## src/rtl/rsr_pkg.sv

```systemverilog
// rsr_pkg: widths, types and helper functions for the ray/segment range finder.
// No dependencies; every other rtl file imports it.
`default_nettype none

package rsr_pkg;

    // Fixed-point and field widths
    localparam int FRAC_BITS = 8;
    localparam int SEG_W     = 16;
    localparam int CRD_W     = 24;
    localparam int RANGE_W   = 25;
    localparam logic [RANGE_W-1:0] RANGE_MAX = {RANGE_W{1'b1}};

    // APB register file
    localparam int APB_DW = 32;
    localparam int APB_AW = 4;
    localparam logic [1:0] REG_SEG_SX = 2'd0;
    localparam logic [1:0] REG_SEG_SY = 2'd1;
    localparam logic [1:0] REG_SEG_EX = 2'd2;
    localparam logic [1:0] REG_SEG_EY = 2'd3;

    // Datapath widths
    localparam int UX_W   = SEG_W + 1;
    localparam int V_W    = CRD_W + 1;
    localparam int AX_W   = SEG_W + FRAC_BITS;
    localparam int W_W    = ((AX_W > CRD_W) ? AX_W : CRD_W) + 1;
    localparam int TDP_W  = UX_W + V_W;
    localparam int TNP_W  = W_W + V_W;
    localparam int DEN_W  = TDP_W + 1 + FRAC_BITS;
    localparam int TN_W   = TNP_W + 1;
    localparam int HALF_W = DEN_W / 2;
    localparam int N_W    = UX_W + TN_W + 2;
    localparam int NMAG_W = N_W - 1;
    localparam int Q_W    = SEG_W + 3;
    localparam int PX_W   = Q_W + 1;
    localparam int PD_W   = PX_W + FRAC_BITS + 1;
    localparam int DX_W   = CRD_W + 1;
    localparam int SQ_IN_W  = 2 * CRD_W + 1;
    localparam int SQ_STEPS = CRD_W + 1;
    localparam int SQ_R_W   = SQ_IN_W + 1;

    typedef logic signed [CRD_W-1:0] t_crd;
    typedef logic signed [SEG_W-1:0] t_seg;

    typedef struct packed {
        t_seg sx;
        t_seg sy;
        t_seg ex;
        t_seg ey;
    } t_seg_cfg;

    typedef struct packed {
        t_crd ox;
        t_crd oy;
        t_crd ex;
        t_crd ey;
    } t_ray;

    typedef struct packed {
        logic miss;
        t_ray ray;
    } t_side;

    // front end to divider lanes
    typedef struct packed {
        t_side              side;
        logic               nx_neg;
        logic [NMAG_W-1:0]  nx_mag;
        logic               ny_neg;
        logic [NMAG_W-1:0]  ny_mag;
        logic [DEN_W-1:0]   dvs;
    } t_frt;

    typedef struct packed {
        logic               hit;
        logic [RANGE_W-1:0] range;
    } t_res;

    // ray box wholly on one side of the segment span
    function automatic logic box_miss(input logic signed [W_W-1:0] o,
                                      input logic signed [W_W-1:0] e,
                                      input logic signed [W_W-1:0] a,
                                      input logic signed [W_W-1:0] b);
        return (o < a && o < b && e < a && e < b) ||
               (o > a && o > b && e > a && e > b);
    endfunction

    // point outside the span [a, b] in either order
    function automatic logic outside(input logic signed [PD_W-1:0] p,
                                     input logic signed [PD_W-1:0] a,
                                     input logic signed [PD_W-1:0] b);
        return (p < a && p < b) || (p > a && p > b);
    endfunction

endpackage

`default_nettype wire

```

## src/rtl/rsr_sqrt.sv

```systemverilog
// rsr_sqrt: pipelined integer square root, one result bit per stage, with
// a one-bit tag carried alongside. Uses rsr_pkg.
`default_nettype none

module rsr_sqrt import rsr_pkg::*; (
    input  logic               i_clk,
    input  logic               i_rst_n,
    input  logic               i_en,
    input  logic               i_vld,
    input  logic               i_tag,
    input  logic [SQ_IN_W-1:0] i_val,
    output logic               o_vld,
    output logic               o_tag,
    output logic [SQ_STEPS-1:0] o_root
);

    logic               r_vld [SQ_STEPS];
    logic               r_tag [SQ_STEPS];
    logic [SQ_IN_W-1:0] r_v   [SQ_STEPS];
    logic [SQ_R_W-1:0]  r_res [SQ_STEPS];

    for (genvar s = 0; s < SQ_STEPS; s++) begin : g_stg
        localparam logic [SQ_R_W-1:0] B = SQ_R_W'(1) << (2 * (SQ_STEPS - 1 - s));
        logic               w_vld, w_tag, w_ge;
        logic [SQ_IN_W-1:0] w_v;
        logic [SQ_R_W-1:0]  w_res, w_trial, w_diff;

        if (s == 0) begin : g_head
            assign w_vld = i_vld;
            assign w_tag = i_tag;
            assign w_v   = i_val;
            assign w_res = '0;
        end else begin : g_body
            assign w_vld = r_vld[s-1];
            assign w_tag = r_tag[s-1];
            assign w_v   = r_v[s-1];
            assign w_res = r_res[s-1];
        end

        // one digit of the root
        assign w_trial = w_res + B;
        assign w_ge    = ({1'b0, w_v} >= w_trial);
        assign w_diff  = {1'b0, w_v} - w_trial;

        always_ff @(posedge i_clk) begin
            if (!i_rst_n) begin
                r_vld[s] <= 1'b0;
            end else if (i_en) begin
                r_vld[s] <= w_vld;
            end
        end

        always_ff @(posedge i_clk) begin
            if (i_en) begin
                r_tag[s] <= w_tag;
                r_v[s]   <= w_ge ? w_diff[SQ_IN_W-1:0] : w_v;
                r_res[s] <= w_ge ? ((w_res >> 1) + B) : (w_res >> 1);
            end
        end
    end

    assign o_vld  = r_vld[SQ_STEPS-1];
    assign o_tag  = r_tag[SQ_STEPS-1];
    assign o_root = r_res[SQ_STEPS-1][SQ_STEPS-1:0];

endmodule

`default_nettype wire

```

## config.mk

```make
export PLATFORM = sky130hd
export DESIGN_NAME = rsr_sqrt
export DESIGN_NICKNAME = d
export VERILOG_FILES = /design/src/rtl/rsr_pkg.sv /design/src/rtl/rsr_sqrt.sv
export SDC_FILE = /design/constraint.sdc
export NUM_CORES = 2
export LEC_CHECK = 0
export BUFFER_PORTS_ARGS = -buffer_cell sky130_fd_sc_hd__clkbuf_2
export CAP_MARGIN = 0
export CORE_MARGIN = 1.5
export CORE_UTILIZATION = 40
export CTS_CLUSTER_SIZE = 8
export DETAILED_ROUTE_END_ITERATION = 8
export PLACE_DENSITY_LB_ADDON = 0.1
export SLEW_MARGIN = 30
export SYNTH_ARGS = -nofsm -noshare
export SYNTH_HDL_FRONTEND = slang
export SYNTH_SLANG_ARGS = --single-unit
```

## constraint.sdc

```tcl
create_clock -name i_clk -period 3.3 [get_ports i_clk]
set_clock_uncertainty 0.15 [all_clocks]
set_input_delay 0.825 -clock i_clk [delete_from_list [all_inputs] [get_ports i_clk]]
set_output_delay 0.825 -clock i_clk [all_outputs]
set_load 0.03 [all_outputs]
```

==> run metrics <==
outcome=finished with violations; failing checks=setup timing; cell family with most CP delay=simple AND/OR/NAND/NOR gates; cell area after synthesis=0.0729 mm²; Yosys top cell by area=edfxtp_1; largest cells by area after synthesis=edfxtp_1 (64%), ha_1 (5.9%), xnor2_1 (3.1%), xor2_1 (2.8%), inv_1 (2.2%); Final WS setup=-0.191 ns; Slew headroom=0.367; number of max-cap violations=0; Worst-Margin Slew=between 0.9 and 1 ns; Routed WL=177000 µm; antenna violations before repair=1; DRC violations left=0; met2 Usage GRT=0.323; crit path DAT=3.91 ns; CP max stage cell=or4_4; Slew Viols, Final=0; crit end category=register; critical path's largest stage delay=0.55 ns; NumNets Final=between 7k and 8k; Crit path buffers/inverters=1; filler cell count=roughly 16k; Final ANT Viol Nets=0; CTS Buffer Depth=3; cells along the critical path=or4_4, or4_4, or3_4, or4b_4, nor3_4, a21oi_4, clkbuf_16, mux2_4; area delta synth->final=26.1%; Vias=47.3k; placed cells=8729; clk_lat worst skew=0.85 ns; final setup vio count=49; top cells by instance count after synthesis=edfxtp_1 (1550), inv_1 (428), nand2_1 (380); Mapped Cells=~5.7k; Placer Congestion=a little under 0.9; crit-path most repeated cell=or4_4; DR WL/cell=just under 20 µm; CTS sink cnt=1551; period utilization=1.06; CTS H-tree depth=4; Core Rows=156; Core Area=around 0.18 mm²; I/O Pins=~80; GRT overflow=0; Required @ worst endpoint=roughly 3.7 ns; layout cell share with drive strength beyond 1=0.235; Fin Hold WS=0.151 ns; Netlist cell types=97; total track usage=0.185; met3 Resource Use GR=0.0269; CTS tree=done; vias per cell=5.18; Syn Nets=6063; initial DRC count=around 3.2k; Clock Tree Root=clkbuf_16; GRT busiest layer=met2; met1 Track Usage GR=0.241; drt first pass iters=6; Die W=~430 µm; number of synthesized register bits=1551; Yosys warnings=0; overall die area=0.185 mm²; clock buffer count from CTS=213; sequential share of the synthesized area=0.639; top cell type's share of synthesized area=0.639; Max rail drop VDD=455 µV; clock-pin slew on the worst setup and hold paths=approximately 0.05 ns; mean cell area of the mapped netlist=12.9 µm²; f_max=~290 MHz; Initial Util=0.403; Leak=between 30 and 40 nW; number of global-route vias before repair=47.3k; final cell count without fillers=about 9k; RSZ-0062 raised after global routing=true; crit path max fanout=6; final hold violations=0; Pwr Density=roughly 660 mW/mm²; first-pass GRT wire length=269000 µm; minimum clock period=around 3.5 ns; most frequent cell after synthesis=edfxtp_1; Main synth FF type=edfxtp_1; hpwl dp=128000 µm; FFs w/ async S/R, synth=0; Port-buffer cells=80; Post-synth EDFFs=around 1.6k; worst min path class=input port to register; Die H=430 µm; critical path startpoint category=register; final core occ=0.508; largest net degree at the start of global routing=143; critical path class=register to register
-- registers in the layout (all words and copies together) (netlist names) --
register,flops
r_res,325
r_tag,25
r_v,1176
r_vld,25
-- layout by cell type (no fill, tap or decap), types with 26 or more instances in the layout --
cell type and n:
a21o_1 109, a21oi_1 285, a21oi_2 28, and3_1 44, buf_12 36, buf_4 719
buf_6 40, clkbuf_1 27, clkbuf_16 228, clkbuf_2 79, dlygate4sd3_1 50, edfxtp_1 1550
ha_1 314, ha_4 27, inv_1 420, nand2_1 350, nand2b_1 56, nand3_1 80
nand4_1 69, nor2_1 313, nor2b_1 54, nor3_1 123, nor4_1 161, o21a_1 66
o21ai_0 218, o21ai_1 43, o21ai_2 26, or3_1 43, xnor2_1 253, xor2_1 232
-- stage by stage --
step                power, mW  worst slack, ns  setup TNS, ns  cell area (µm²)
detailed placement       39.8           -0.446         -28.45            81600
global placement         39.7           -0.424         -21.57            81600
global route             63.4           -0.270         -12.98            91900
finish                   60.4           -0.191          -5.07            91900
floorplan                34.3           -0.126          -1.97            72900
CTS                      60.2           -0.137          -2.29            89300
-- where the power goes --
| part | switching (mW) | internal, mW | total, mW | leakage, nW |
|---|---|---|---|---|
| sequential | 1.90 | 25.1 | 27.0 | 14.9 |
| clock | 8.04 | 11.6 | 19.6 | 2.84 |
| combinational | 7.34 | 6.45 | 13.8 | 17.7 |
| total | 17.3 | 43.1 | 60.4 | 35.5 |
-- cell families after synthesis --
family	share of synthesized area
fa+ha+maj	0.0597
other cells	0.0000515
xor+xnor	0.0597
compound gates	0.0879
simple gates	0.118
buf+inv	0.0278
mux	0.00778
flops	0.639
-- final timing paths --
check | startpoint | end | slack [ns] | cells past startpoint
max | r_v[2][138] | r_v[2][172] | -0.19 | 8
min | i_vld | r_vld[0][0] | 0.15 | 2
max reg2reg | r_v[2][138] | r_v[2][172] | -0.19 | 8
min reg2reg | r_tag[9] | r_tag[10] | 0.26 | 0
-- layer usage --
metal	share of wire	vias to the layer above
li1	-	23300
met1	0.44	23100
met2	0.50	746
met3	0.033	240
met4	0.020	0
met5	0	-
-- final cells by class --
type	instances	area [µm²]	share of cell area
Clock inverter	16	403	0.00438
Sequential cell	1551	46600	0.507
Clock buffer	242	5480	0.0597
Multi-Input combinational cell	3583	26900	0.292
Inverter	428	1610	0.0176
Timing Repair Buffer	948	7980	0.0868
Tap cell	2370	2970	0.0323
Antenna cell	1	2.50	0.0000272
-- timing repair --
action | CTS | global route
setup endpoints to repair | 243 | 350
setup buffers | 31 | 55
hold endpoints to repair | 50 | 0
pin swaps | 50 | 125
hold buffers | 50 | 0
resized for setup | 201 | 431
gates cloned | 6 | 16
Note: power is estimated with default switching activity, not from simulation.
