File: src/rtl/rsr_pkg.sv
// rsr_pkg: widths, types and helper functions for the ray/segment range finder.
// No dependencies; every other rtl file imports it.
`default_nettype none

package rsr_pkg;

    // Fixed-point and field widths
    localparam int FRAC_BITS = 8;
    localparam int SEG_W     = 16;
    localparam int CRD_W     = 24;
    localparam int RANGE_W   = 25;
    localparam logic [RANGE_W-1:0] RANGE_MAX = {RANGE_W{1'b1}};

    // APB register file
    localparam int APB_DW = 32;
    localparam int APB_AW = 4;
    localparam logic [1:0] REG_SEG_SX = 2'd0;
    localparam logic [1:0] REG_SEG_SY = 2'd1;
    localparam logic [1:0] REG_SEG_EX = 2'd2;
    localparam logic [1:0] REG_SEG_EY = 2'd3;

    // Datapath widths
    localparam int UX_W   = SEG_W + 1;
    localparam int V_W    = CRD_W + 1;
    localparam int AX_W   = SEG_W + FRAC_BITS;
    localparam int W_W    = ((AX_W > CRD_W) ? AX_W : CRD_W) + 1;
    localparam int TDP_W  = UX_W + V_W;
    localparam int TNP_W  = W_W + V_W;
    localparam int DEN_W  = TDP_W + 1 + FRAC_BITS;
    localparam int TN_W   = TNP_W + 1;
    localparam int HALF_W = DEN_W / 2;
    localparam int N_W    = UX_W + TN_W + 2;
    localparam int NMAG_W = N_W - 1;
    localparam int Q_W    = SEG_W + 3;
    localparam int PX_W   = Q_W + 1;
    localparam int PD_W   = PX_W + FRAC_BITS + 1;
    localparam int DX_W   = CRD_W + 1;
    localparam int SQ_IN_W  = 2 * CRD_W + 1;
    localparam int SQ_STEPS = CRD_W + 1;
    localparam int SQ_R_W   = SQ_IN_W + 1;

    typedef logic signed [CRD_W-1:0] t_crd;
    typedef logic signed [SEG_W-1:0] t_seg;

    typedef struct packed {
        t_seg sx;
        t_seg sy;
        t_seg ex;
        t_seg ey;
    } t_seg_cfg;

    typedef struct packed {
        t_crd ox;
        t_crd oy;
        t_crd ex;
        t_crd ey;
    } t_ray;

    typedef struct packed {
        logic miss;
        t_ray ray;
    } t_side;

    // front end to divider lanes
    typedef struct packed {
        t_side              side;
        logic               nx_neg;
        logic [NMAG_W-1:0]  nx_mag;
        logic               ny_neg;
        logic [NMAG_W-1:0]  ny_mag;
        logic [DEN_W-1:0]   dvs;
    } t_frt;

    typedef struct packed {
        logic               hit;
        logic [RANGE_W-1:0] range;
    } t_res;

    // ray box wholly on one side of the segment span
    function automatic logic box_miss(input logic signed [W_W-1:0] o,
                                      input logic signed [W_W-1:0] e,
                                      input logic signed [W_W-1:0] a,
                                      input logic signed [W_W-1:0] b);
        return (o < a && o < b && e < a && e < b) ||
               (o > a && o > b && e > a && e > b);
    endfunction

    // point outside the span [a, b] in either order
    function automatic logic outside(input logic signed [PD_W-1:0] p,
                                     input logic signed [PD_W-1:0] a,
                                     input logic signed [PD_W-1:0] b);
        return (p < a && p < b) || (p > a && p > b);
    endfunction

endpackage

`default_nettype wire

File: src/rtl/rsr_div.sv
// rsr_div: pipelined restoring divider, one quotient bit per stage.
// Quotient magnitude is known to fit Q_W bits. Uses rsr_pkg.
`default_nettype none

module rsr_div import rsr_pkg::*; (
    input  logic              i_clk,
    input  logic              i_rst_n,
    input  logic              i_en,
    input  logic              i_vld,
    input  logic              i_neg,
    input  logic [NMAG_W-1:0] i_mag,
    input  logic [DEN_W-1:0]  i_dvs,
    output logic              o_vld,
    output logic              o_neg,
    output logic [Q_W-1:0]    o_quo
);

    logic              r_vld [Q_W];
    logic              r_neg [Q_W];
    logic [NMAG_W-1:0] r_rem [Q_W];
    logic [DEN_W-1:0]  r_dvs [Q_W];
    logic [Q_W-1:0]    r_quo [Q_W];

    for (genvar s = 0; s < Q_W; s++) begin : g_stg
        localparam int B = Q_W - 1 - s;
        logic              w_vld, w_neg, w_ge;
        logic [NMAG_W-1:0] w_rem, w_sub;
        logic [DEN_W-1:0]  w_dvs;
        logic [Q_W-1:0]    w_quo;

        if (s == 0) begin : g_head
            assign w_vld = i_vld;
            assign w_neg = i_neg;
            assign w_rem = i_mag;
            assign w_dvs = i_dvs;
            assign w_quo = '0;
        end else begin : g_body
            assign w_vld = r_vld[s-1];
            assign w_neg = r_neg[s-1];
            assign w_rem = r_rem[s-1];
            assign w_dvs = r_dvs[s-1];
            assign w_quo = r_quo[s-1];
        end

        // trial subtract of the shifted divisor
        assign w_sub = NMAG_W'(w_dvs) << B;
        assign w_ge  = (w_rem >= w_sub);

        always_ff @(posedge i_clk) begin
            if (!i_rst_n) begin
                r_vld[s] <= 1'b0;
            end else if (i_en) begin
                r_vld[s] <= w_vld;
            end
        end

        always_ff @(posedge i_clk) begin
            if (i_en) begin
                r_neg[s] <= w_neg;
                r_dvs[s] <= w_dvs;
                r_rem[s] <= w_ge ? (w_rem - w_sub) : w_rem;
                r_quo[s] <= w_quo | (Q_W'(w_ge) << B);
            end
        end
    end

    assign o_vld = r_vld[Q_W-1];
    assign o_neg = r_neg[Q_W-1];
    assign o_quo = r_quo[Q_W-1];

endmodule

`default_nettype wire

File: config.mk
export PLATFORM = sky130hd
export DESIGN_NAME = rsr_div
export DESIGN_NICKNAME = d
export VERILOG_FILES = /design/src/rtl/rsr_pkg.sv /design/src/rtl/rsr_div.sv
export SDC_FILE = /design/constraint.sdc
export NUM_CORES = 2
export LEC_CHECK = 0
export BUFFER_PORTS_ARGS = -buffer_cell sky130_fd_sc_hd__buf_2
export CAP_MARGIN = 25
export CELL_PAD_IN_SITES_DETAIL_PLACEMENT = 0
export CELL_PAD_IN_SITES_GLOBAL_PLACEMENT = 1
export CORE_UTILIZATION = 30
export CTS_BUF_LIST = sky130_fd_sc_hd__clkbuf_16
export CTS_CLUSTER_DIAMETER = 30
export CTS_CLUSTER_SIZE = 12
export DETAILED_ROUTE_END_ITERATION = 8
export PLACE_DENSITY_LB_ADDON = 0.1
export RECOVER_POWER = 25
export SYNTH_ARGS = -nofsm -noshare
export SYNTH_HDL_FRONTEND = slang
export SYNTH_SLANG_ARGS = --single-unit
File: constraint.sdc
create_clock -name i_clk -period 5.65 [get_ports i_clk]
set_clock_uncertainty 0.05 [all_clocks]
set_input_delay 1.13 -clock i_clk [delete_from_list [all_inputs] [get_ports i_clk]]
set_output_delay 1.13 -clock i_clk [all_outputs]
set_load 0.1 [all_outputs]
==> results.py <==
metrics = {
    "clock_tree": {
        "post-cts-setup-buffer-count": 0,
        "clk_path_buf_depth": 4,
        "clk_pin_slew_ns": 0.05,
        "htree_levels": 6,
        "insertion_delay_ns": 1.05,
        "clkSinkCount": 2388,
        "cts_tree": "built",
        "cts_resized": 0,
        "root_buffer": "clkbuf_16",
        "ctsHoldBuffers": 0,
        "cts_buffers": 695,
    },
    "synthesis": {
        "synth.avg_cell_area_um2": 10.53,
        "yosysWarnings": 0,
        "syn-instance-count": 13376,
        "ys_ff_latch": 2388,
        "synth_edf_count": 2387,
        "ys_types": 110,
        "syn_nets": 14488,
        "async_flop_share_pct": 0,
        "netlist_area_um2": 140900,
        "synth_ff_type": "edfxtp_1",
        "ys_seq_area_share_pct": 50.90,
    },
    "setup_path": {
        "reg2regPathDepth": 15,
        "r2r_start": "r_dvs[14][0]",
        "required_ns": 6.38,
        "reg2reg_setup_slack_ns": 0.44,
        "cp-end-kind": "register",
        "crit_fanout": 8,
        "startpoint": "r_dvs[14][0]",
        "crit_end": "r_rem[15][59]",
        "worst-path-stages": 15,
        "cp_slowest_stage_delay_ns": 0.79,
        "cp.arrival_ns": 5.93,
        "critPathSlowestCell": "o31ai_4",
        "crit_buf_inv": 1,
        "start_kind": "register",
        "criticalPathCategory": "register to register",
        "crit_family": "compound AO/OA/AOI/OAI gates",
        "r2r-end": "r_rem[15][59]",
        "path_cells": "ha_1 > fa_1 > nand2b_1 > a21oi_1 > nor4b_1 > o31ai_1 > buf_4 > a221o_1 > a21oi_1 > o21bai_1 > a31oi_1 > o31ai_4 > nand2b_1 > nor3b_1 > xor2_1",
    },
    "drt": {
        "detail_route.drc_violations": 0,
        "ant_nets": 0,
        "post_drt_wl_per_cell_um": 20.92,
        "via_per_inst": 4.900,
        "first_iter_violations": 4673,
        "dr_total_vias": 102306,
        "first_pass_iters": 6,
        "wl_um": 436700,
    },
    "power": {
        "sw_frac_of_total_pct": 35.48,
        "p_leak_nw": 70.82,
        "power_density_nw_per_um2": 610.6,
        "combPwrFrac_pct": 36.9,
        "pwr-share-clk_pct": 35.7,
        "ir_worst_vdd_v": 0.0003556,
        "p_int_w": 0.06853,
        "total_power_w": 0.1062,
        "seqPwrFrac_pct": 27.4,
        "switchingPower_w": 0.03769,
    },
    "sta": {
        "drv_slew": 0,
        "worst_pin_slew_ns": 1.059,
        "tns_ns": 0,
        "fmax_mhz": 192.0,
        "timing.final.crit_period_ns": 5.207,
        "slew_headroom_pct": 28.74,
        "rsz0062_at_grt": "false",
        "setup_violations": 0,
        "hold_ws_ns": 0.2070,
        "finalCritPeriodShare_pct": 92.16,
        "finalHoldViolCount": 0,
    },
    "floorplan": {
        "start_util_pct": 30.15,
        "die_w_um": 687.3,
        "rows": 251,
        "die_area_um2": 472300,
        "coreArea_um2": 467300,
        "ioPinCount": 146,
        "fp.dieH_um": 687.3,
    },
    "place": {
        "io_buffers": 145,
        "hpwl_um": 346700,
        "gp_congestion": 0.9138,
    },
    "cells_and_area": {
        "final_nets": 15190,
        "drive_gt1_share_pct": 12.12,
        "areaGrowthSynthToFinish_pct": 23.50,
        "final_common_cell": "edfxtp_1",
        "final_cell_mix": "2387 x edfxtp_1, 1360 x a21oi_1, 1322 x inv_1",
    },
    "min_path": {
        "hp-class": "input port to register",
    },
    "grt": {
        "grt_max_degree": 143,
        "grt_pass1_wl_um": 653000,
        "antenna_found_initial": 9,
        "gr-total-overflow": 0,
        "grt.total_usage_pct": 17.97,
        "grt_pass1_vias": 110926,
    },
    "outcome": {
        "status": "finished, final reports clean",
    },
    "job": {
        "cap_violations": 0,
    },
}
## cell type report
class                      count  area [µm²]
clock inverter               567        5539
timing repair buffer         476        3667
fill                       45788      293300
antenna                       26       65.06
inverter                    1226        4602
tap                         6198        7755
clock buffer                 708       17720
multi-input combinational   9291       62930
sequential                  2388       71700
## routing by layer
metal	routed length, µm	up-vias	GRT usage [%]
li1	-	50747	-
met1	149400	48205	16.13
met5	0	-	0
met4	41140	0	15.02
met2	234300	2124	35.31
met3	11860	1230	2.341
## Yosys cell counts (60+ instances only)
master	number	share of area, %
nand3_1	224	0.80
clkbuf_1	391	1.0
mux2_2	179	1.4
o21ai_0	836	3.0
nand2_1	1001	2.7
xor2_1	422	2.6
nor2b_1	123	0.55
buf_2	60	0.21
nand2b_1	143	0.64
o31ai_1	65	0.35
a211oi_1	66	0.35
o21a_1	110	0.59
nor2_1	897	2.4
o21bai_1	173	0.92
nand4_1	257	1.1
inv_1	1224	3.3
a21o_1	619	3.3
a21oi_1	1360	4.8
nor4_1	116	0.52
a31oi_1	109	0.48
xnor2_1	569	3.5
ha_1	969	8.6
and3_1	118	0.52
nor3_1	176	0.63
edfxtp_1	2387	51
## how the worst min path moves through the flow
stage / cells past startpoint / slack (ns) / to / from
floorplan: 0 / 0.35 / r_neg[10] / r_neg[9]
global placement: 0 / 0.35 / r_quo[15][11] / r_quo[14][11]
detailed placement: 0 / 0.35 / r_neg[16] / r_neg[15]
CTS: 1 / 0.08 / r_rem[0][8] / i_mag[8]
global route: 1 / 0.13 / r_rem[0][8] / i_mag[8]
finish: 1 / 0.21 / r_rem[0][8] / i_mag[8]
## worst register-to-register path, cell delays in order (launching register included)
cell,delay (ns)
edfxtp_1,0.40
ha_1,0.24
fa_1,0.40
nand2b_1,0.18
a21oi_1,0.29
nor4b_1,0.13
o31ai_1,0.55
buf_4,0.23
a221o_1,0.26
a21oi_1,0.19
o21bai_1,0.25
a31oi_1,0.21
o31ai_4,0.79
nand2b_1,0.37
nor3b_1,0.32
xor2_1,0.11
## registers in the layout, indices dropped and copies added, names as in the netlist
| signal | cells |
|---|---|
| r_dvs | 918 |
| r_neg | 19 |
| r_quo | 190 |
| r_rem | 1242 |
| r_vld | 19 |
## power by group through the flow
| stage | combinational (W) | sequential (W) | clock (W) |
|---|---|---|---|
| after global placement | 0.0393 | 0.0295 | 0 |
| after global routing | 0.0433 | 0.0296 | 0.0398 |
| after CTS | 0.0395 | 0.0291 | 0.0389 |
| after detailed placement | 0.0393 | 0.0294 | 0 |
| after floorplan | 0.0278 | 0.0279 | 0 |
| final | 0.0392 | 0.0291 | 0.0380 |
## cell families (layout without fill, tap and decap cells)
family                   after synthesis  after routing  synth area share [%]
other                                  0             26                     0
XOR/XNOR                             991            991                 6.161
adder cells (fa/ha/maj)              987            987                 8.862
multiplexers                         186            186                 1.481
AND/OR/NAND/NOR                     3347           3347                 11.39
AO/OA/AOI/OAI                       3780           3780                 16.63
buffers and inverters               1697           2977                 4.575
flip-flops                          2388           2388                 50.90
## per-stage QoR
step | std cells | setup WS (ns) | utilization, % | instance area, µm²
floorplan | 13376 | 1.296 | - | 140900
global placement | 19574 | 0.3926 | 32.24 | 150700
detailed placement | 19579 | 0.3603 | 32.25 | 150700
CTS | 20854 | 0.3293 | 37.23 | 174000
global route | 20876 | 0.1852 | 37.23 | 174000
finish | 20880 | 0.4427 | 37.23 | 174000
Power figures use the tool's default switching activity.
