==> config.mk <==
export PLATFORM = sky130hd
export DESIGN_NAME = rsr_cfg
export DESIGN_NICKNAME = d
export VERILOG_FILES = /design/src/rtl/rsr_pkg.sv /design/src/rtl/rsr_cfg.sv
export SDC_FILE = /design/constraint.sdc
export NUM_CORES = 1
export LEC_CHECK = 0
export ABC_CLOCK_PERIOD_IN_PS = 1800
export BUFFER_PORTS_ARGS = -buffer_cell sky130_fd_sc_hd__buf_2
export CAP_MARGIN = 30
export CELL_PAD_IN_SITES_DETAIL_PLACEMENT = 2
export CELL_PAD_IN_SITES_GLOBAL_PLACEMENT = 2
export CORE_MARGIN = 1
export CORE_UTILIZATION = 27
export DETAILED_ROUTE_END_ITERATION = 12
export PLACE_DENSITY = 0.79
export SLEW_MARGIN = 20
export SYNTH_ARGS = -nofsm -noshare
export SYNTH_HDL_FRONTEND = slang
export SYNTH_SLANG_ARGS = --single-unit
export TNS_END_PERCENT = 5
==> constraint.sdc <==
create_clock -name i_clk -period 1.8 [get_ports i_clk]
set_input_delay 0.18 -clock i_clk [delete_from_list [all_inputs] [get_ports i_clk]]
set_output_delay 0.18 -clock i_clk [all_outputs]
set_load 0.01 [all_outputs]
==> src/rtl/rsr_pkg.sv <==
// rsr_pkg: widths, types and helper functions for the ray/segment range finder.
// No dependencies; every other rtl file imports it.
`default_nettype none

package rsr_pkg;

    // Fixed-point and field widths
    localparam int FRAC_BITS = 8;
    localparam int SEG_W     = 16;
    localparam int CRD_W     = 24;
    localparam int RANGE_W   = 25;
    localparam logic [RANGE_W-1:0] RANGE_MAX = {RANGE_W{1'b1}};

    // APB register file
    localparam int APB_DW = 32;
    localparam int APB_AW = 4;
    localparam logic [1:0] REG_SEG_SX = 2'd0;
    localparam logic [1:0] REG_SEG_SY = 2'd1;
    localparam logic [1:0] REG_SEG_EX = 2'd2;
    localparam logic [1:0] REG_SEG_EY = 2'd3;

    // Datapath widths
    localparam int UX_W   = SEG_W + 1;
    localparam int V_W    = CRD_W + 1;
    localparam int AX_W   = SEG_W + FRAC_BITS;
    localparam int W_W    = ((AX_W > CRD_W) ? AX_W : CRD_W) + 1;
    localparam int TDP_W  = UX_W + V_W;
    localparam int TNP_W  = W_W + V_W;
    localparam int DEN_W  = TDP_W + 1 + FRAC_BITS;
    localparam int TN_W   = TNP_W + 1;
    localparam int HALF_W = DEN_W / 2;
    localparam int N_W    = UX_W + TN_W + 2;
    localparam int NMAG_W = N_W - 1;
    localparam int Q_W    = SEG_W + 3;
    localparam int PX_W   = Q_W + 1;
    localparam int PD_W   = PX_W + FRAC_BITS + 1;
    localparam int DX_W   = CRD_W + 1;
    localparam int SQ_IN_W  = 2 * CRD_W + 1;
    localparam int SQ_STEPS = CRD_W + 1;
    localparam int SQ_R_W   = SQ_IN_W + 1;

    typedef logic signed [CRD_W-1:0] t_crd;
    typedef logic signed [SEG_W-1:0] t_seg;

    typedef struct packed {
        t_seg sx;
        t_seg sy;
        t_seg ex;
        t_seg ey;
    } t_seg_cfg;

    typedef struct packed {
        t_crd ox;
        t_crd oy;
        t_crd ex;
        t_crd ey;
    } t_ray;

    typedef struct packed {
        logic miss;
        t_ray ray;
    } t_side;

    // front end to divider lanes
    typedef struct packed {
        t_side              side;
        logic               nx_neg;
        logic [NMAG_W-1:0]  nx_mag;
        logic               ny_neg;
        logic [NMAG_W-1:0]  ny_mag;
        logic [DEN_W-1:0]   dvs;
    } t_frt;

    typedef struct packed {
        logic               hit;
        logic [RANGE_W-1:0] range;
    } t_res;

    // ray box wholly on one side of the segment span
    function automatic logic box_miss(input logic signed [W_W-1:0] o,
                                      input logic signed [W_W-1:0] e,
                                      input logic signed [W_W-1:0] a,
                                      input logic signed [W_W-1:0] b);
        return (o < a && o < b && e < a && e < b) ||
               (o > a && o > b && e > a && e > b);
    endfunction

    // point outside the span [a, b] in either order
    function automatic logic outside(input logic signed [PD_W-1:0] p,
                                     input logic signed [PD_W-1:0] a,
                                     input logic signed [PD_W-1:0] b);
        return (p < a && p < b) || (p > a && p > b);
    endfunction

endpackage

`default_nettype wire

==> src/rtl/rsr_cfg.sv <==
// rsr_cfg: APB register file holding the wall segment endpoints.
// Depends on rsr_pkg.
`default_nettype none

module rsr_cfg import rsr_pkg::*; (
    input  logic              i_clk,
    input  logic              i_rst_n,
    input  logic              psel,
    input  logic              penable,
    input  logic              pwrite,
    input  logic [APB_AW-1:0] paddr,
    input  logic [APB_DW-1:0] pwdata,
    output logic [APB_DW-1:0] prdata,
    output logic              pready,
    output t_seg_cfg          o_seg
);

    t_seg_cfg   r_seg;
    logic [1:0] w_idx;
    logic       w_wr;

    assign w_idx  = paddr[APB_AW-1:2];
    assign w_wr   = psel && penable && pwrite;
    assign pready = 1'b1;
    assign o_seg  = r_seg;

    // register writes
    always_ff @(posedge i_clk) begin
        if (!i_rst_n) begin
            r_seg <= '0;
        end else if (w_wr) begin
            unique case (w_idx)
                REG_SEG_SX: r_seg.sx <= pwdata[SEG_W-1:0];
                REG_SEG_SY: r_seg.sy <= pwdata[SEG_W-1:0];
                REG_SEG_EX: r_seg.ex <= pwdata[SEG_W-1:0];
                REG_SEG_EY: r_seg.ey <= pwdata[SEG_W-1:0];
                default:    r_seg    <= r_seg;
            endcase
        end
    end

    // read mux, sign-extended
    always_comb begin
        unique case (w_idx)
            REG_SEG_SX: prdata = APB_DW'(r_seg.sx);
            REG_SEG_SY: prdata = APB_DW'(r_seg.sy);
            REG_SEG_EX: prdata = APB_DW'(r_seg.ex);
            REG_SEG_EY: prdata = APB_DW'(r_seg.ey);
            default:    prdata = '0;
        endcase
    end

endmodule

`default_nettype wire

==> results of run 1 <==
final cells by class:
class / count / area [sq um]
flip-flops and latches: 64 / 1281
inverters: 1 / 3.754
repair buffers: 129 / 723.2
fillers: 1147 / 6665
well taps: 136 / 170.2
clock inverters: 2 / 37.54
clock buffers: 13 / 168.9
multi-input cells: 167 / 1366
where the power goes:
part           internal (uW)  switching (uW)  total (uW)
sequential              1430            13.9        1450
clock                    747             545        1290
combinational           97.0             136         233
total                   2280             695        2970
cell usage after synthesis (all sizes together):
| cell type | count | area, sq um |
|---|---|---|
| nand4 | 1 | 6.260 |
| mux2i | 64 | 640.6 |
| nor3 | 1 | 16.27 |
| inv | 1 | 3.750 |
| dfxtp | 64 | 1281 |
| mux4 | 16 | 379.1 |
| or2 | 1 | 6.260 |
| buf | 27 | 229.0 |
| clkbuf | 9 | 33.78 |
| nor2 | 1 | 6.260 |
| or3 | 1 | 6.260 |
| nand2 | 80 | 300.3 |
| nand3 | 1 | 5.000 |
| conb | 1 | 3.750 |
worst max path at each step:
stage,from,endpoint,depth (start not counted)
finish,o_seg[15]$_SDFFE_PN0P_,prdata[25],2
CTS,o_seg[15]$_SDFFE_PN0P_,prdata[16],2
detailed placement,paddr[2],prdata[16],3
global placement,paddr[2],prdata[18],3
global route,o_seg[15]$_SDFFE_PN0P_,prdata[22],2
floorplan,paddr[3],prdata[16],4
critical path, stage by stage, from the launching register on:
cell	delay, ns
dfxtp_1	0.33
mux4_2	0.62
buf_2	0.20
routing by layer:
metal / vias up / GRT usage, % / routed length [um] / share of wire, %
li1: 1113 / - / - / -
met1: 1149 / 18.24 / 3546 / 41
met2: 68 / 28.34 / 4542 / 53
met3: 13 / 2.698 / 324 / 3.8
met4: 0 / 7.837 / 180 / 2.1
met5: - / 0 / 0 / 0
cell usage in the layout (no fill, tap or decap), types with 4 or more instances in the layout:
master / n
clkbuf_8: 12
buf_12: 4
dfxtp_1: 64
nand2_1: 80
mux4_2: 12
mux4_1: 4
buf_2: 118
buf_4: 7
mux2i_1: 64
kinds of logic (layout without fill, tap and decap cells):
logic type | Yosys count | count (layout) | share of synthesized area (%)
and+or+nand+nor | 86 | 86 | 11.88
buffers and inverters | 37 | 145 | 9.134
other | 1 | 1 | 0.1285
muxes | 80 | 80 | 34.95
DFF | 64 | 64 | 43.91
through the flow:
stage / power (uW) / cells / setup slack, ns / cell area (sq um) / hold slack, ns
after detailed placement: 1718 / 497 / 0.1441 / 3548 / 0.4602
after global routing: 3114 / 512 / 0.06264 / 3751 / 0.1785
after global placement: 1708 / 497 / 0.1960 / 3548 / 0.4543
after floorplan: 1626 / 268 / 0.2614 / 2918 / 0.3840
after CTS: 3034 / 512 / 0.1097 / 3751 / 0.1596
final: 2973 / 512 / 0.1389 / 3751 / 0.1756
==> impl_metrics.ini, run 1 <==
[setup_path]
ff2ff_setup_slack_ns = 1.12
crit_type = reg -> out
r2r_end = o_seg[42]$_SDFFE_PN0P_
cp_data_required_time_ns = 1.62
worstPathArrival_ns = 1.48
reg2reg_depth = 2
timing.rr.start = o_seg[42]$_SDFFE_PN0P_
crit_path_end_kind = output port
cp_max_fo = 17
startpoint_type = flip-flop

[clock_tree]
cts_tree = done
clock-root-buffer = clkbuf_8
numCtsBuffers = 9
ctsResizeCount = 1
clk_path_buf_depth = 2
ctsHoldBuffers = 0
clock_latency_ns = 0.34
clkSinkCount = 64
htreeDepth = 3
clk_pin_slew_ns = 0.07
post_cts_buffers = 0

[global_route]
grt_pass1_wl_um = 13410
grt_pass1_vias = 2491
grt_start_max_net_pins = 81
antenna_found_initial = 0
grt-ovfl-total = 0
grtUsageTotal_pct = 15.87

[hold_path]
hold_start = pwdata[6]
hold_path.class = in -> reg
hold_end = o_seg[6]$_SDFFE_PN0P_
whs_path_depth = 3

[route]
wl_um = 8595
via_per_inst = 4.576
ant_nets = 0
firstDrtPassIters = 4
dr_total_vias = 2343
wire_per_inst_um = 16.79
drc = 0
drt_iter0_drc = 51

[yosys]
yosys_warnings = 0
synth_cell_types = 18
synth.avg_cell_area_sq_um = 10.89
netlist_area_sq_um = 2918
yosys_register_bits = 64
synth_cells = 268
synth_fp_nets = 309
seq_area_frac_synth_pct = 43.91

[final_layout]
drive_gt1_share_pct = 42.02
diodes = 0
finish.utilization_pct = 36.01
largest_reg_flops = 64
syn_to_final_growth_pct = 28.56
nets = 413

[floorplanning]
rows = 37
initial_core_util_pct = 28.01
coreArea_sq_um = 10420
die-area_sq_um = 11230
die_y_um = 106.0
io_pins = 138
fp.dieW_um = 106.0

[place]
portBuffers = 118
gp_routability_congestion = 0.6770
dpl.hpwl_um = 6084

[timing]
period_share_pct = 92.28
setup_violations = 0
finalHoldViolCount = 0
min_period_ns = 1.661
rsz0062_at_grt = no
tns_ns = 0
fmaxAchievable_ghz = 0.6020
skew_ns = 0
drv_slew = 0

[power_and_ir_drop]
power_leakage_uw = 0.001916
power_per_cell_area_nw_per_um2 = 792.6
irDropWorstVdd_uv = 251.8

[run]
drv_cap = 0

[run_status]
status = completed
Power figures use the tool's default switching activity.
==> run 2: changes to the inputs <==
CORE_ASPECT_RATIO = 1.4   (was unset)
CORE_MARGIN = 3   (was 1)
==> impl_metrics.ini, run 2 (synthesis gave the netlist of run 1 again) <==
[run_status]
status = completed

[floorplanning]
initial_core_util_pct = 27.89
coreArea_sq_um = 10460
die_y_um = 129
rows = 44
fp.dieW_um = 93.86
die-area_sq_um = 12110
io_pins = 138

[route]
wl_um = 8848
dr_total_vias = 2355
firstDrtPassIters = 4
via_per_inst = 4.573
drt_iter0_drc = 35
ant_nets = 0
wire_per_inst_um = 17.18
drc = 0

[final_layout]
final_common_cell = buf_2
seqCellArea_sq_um = 1281
diodes = 0
syn_to_final_growth_pct = 31.95
drive_gt1_share_pct = 41.64
nets = 413
final_cell_mix = buf_2, nand2_1, mux2i_1, dfxtp_1, mux4_2
multiInputGateArea_sq_um = 1366
largest_reg_flops = 64
fill_cells = 1204

[clock_tree]
htreeDepth = 3
post_cts_buffers = 0
clkSinkCount = 64
clock_latency_ns = 0.32
clk_path_buf_depth = 2
cts_tree = done
clk_pin_slew_ns = 0.05
clock-root-buffer = clkbuf_16
numCtsBuffers = 9

[global_route]
grt_pass1_vias = 2448
grt_pass1_wl_um = 13340
grt_start_max_net_pins = 81
antenna_found_initial = 0
grt-ovfl-total = 0
grtUsageTotal_pct = 14.69

[place]
dpl.hpwl_um = 6281
portBuffers = 118
pre_cts_slack_ns = 0.1598
gp_routability_congestion = 0.6982

[timing]
rsz0062_at_grt = no
worst_slack_ns = 0.1407
tns_ns = 0
skew_ns = 0
drv_slew = 0
fmaxAchievable_ghz = 0.6027
setup_violations = 0
period_share_pct = 92.18
min_period_ns = 1.659
finalHoldViolCount = 0

[setup_path]
startpoint_type = flip-flop
cp_max_fo = 17
crit_type = reg -> out
crit_path_end_kind = output port
cp_data_required_time_ns = 1.62
worstPathArrival_ns = 1.48

[power_and_ir_drop]
power_per_cell_area_nw_per_um2 = 915.8
irDropWorstVdd_uv = 400.0
power_leakage_uw = 0.001966

[hold_path]
hold_path.class = in -> reg

[run]
drv_cap = 0
==> run 2: what timing repair did <==
| action | in CTS | in global routing |
|---|---|---|
| gates resized for setup | 1 | 0 |
| hold buffers | 0 | 0 |
| endpoints found under the setup margin | 17 | 0 |
| endpoints found under the hold margin | 0 | 0 |
==> run 2: area by class of cell <==
cell class / instances / area share [%]
sequential: 64 / 33.28
inverter: 1 / 0.09750
tap: 138 / 4.485
clock buffer: 13 / 6.500
clock inverter: 3 / 1.690
timing repair buffer: 129 / 18.46
multi-input combinational: 167 / 35.49
==> run 2: final timing paths <==
check	startpoint	end	slack [ns]	depth (start not counted)
min	pwdata[13]	o_seg[13]$_SDFFE_PN0P_	0.19	3
max reg2reg	o_seg[40]$_SDFFE_PN0P_	o_seg[40]$_SDFFE_PN0P_	1.11	2
min reg2reg	o_seg[2]$_SDFFE_PN0P_	o_seg[2]$_SDFFE_PN0P_	0.47	2
max	o_seg[31]$_SDFFE_PN0P_	prdata[20]	0.14	2
==> run 2: through the flow <==
| stage | cell area [sq um] | utilization (%) | total power [uW] | hold slack [ns] | cells |
|---|---|---|---|---|---|
| detailed placement | 3538 | 33.83 | 1716 | 0.4698 | 499 |
| finish | 3850 | 36.81 | 3526 | 0.1867 | 515 |
| global route | 3850 | 36.81 | 3678 | 0.1880 | 515 |
| floorplan | 2918 | - | 1626 | 0.3840 | 268 |
| global placement | 3538 | 33.83 | 1709 | 0.4518 | 499 |
| CTS | 3850 | 36.81 | 3583 | 0.1756 | 515 |
==> run 2: per-layer routing <==
| layer | vias to the layer above | routed length, um | GRT usage [%] |
|---|---|---|---|
| met5 | - | 0 | 0 |
| met4 | 0 | 192 | 6.378 |
| met3 | 16 | 423 | 3.567 |
| met2 | 80 | 4781 | 26.56 |
| met1 | 1146 | 3451 | 16.12 |
| li1 | 1113 | - | - |
==> run 2: critical path, cell delays in order (launching register included) <==
cell and delay [ns]:
dfxtp_1 0.33, mux4_2 0.62, buf_2 0.21
==> run 2: power breakdown <==
| part | switching [uW] | leakage (uW) | internal [uW] |
|---|---|---|---|
| logic | 135 | 0.00130 | 96.2 |
| clock network | 595 | 0.000154 | 1250 |
| registers | 13.9 | 0.000517 | 1440 |
| total | 744 | 0.00197 | 2780 |
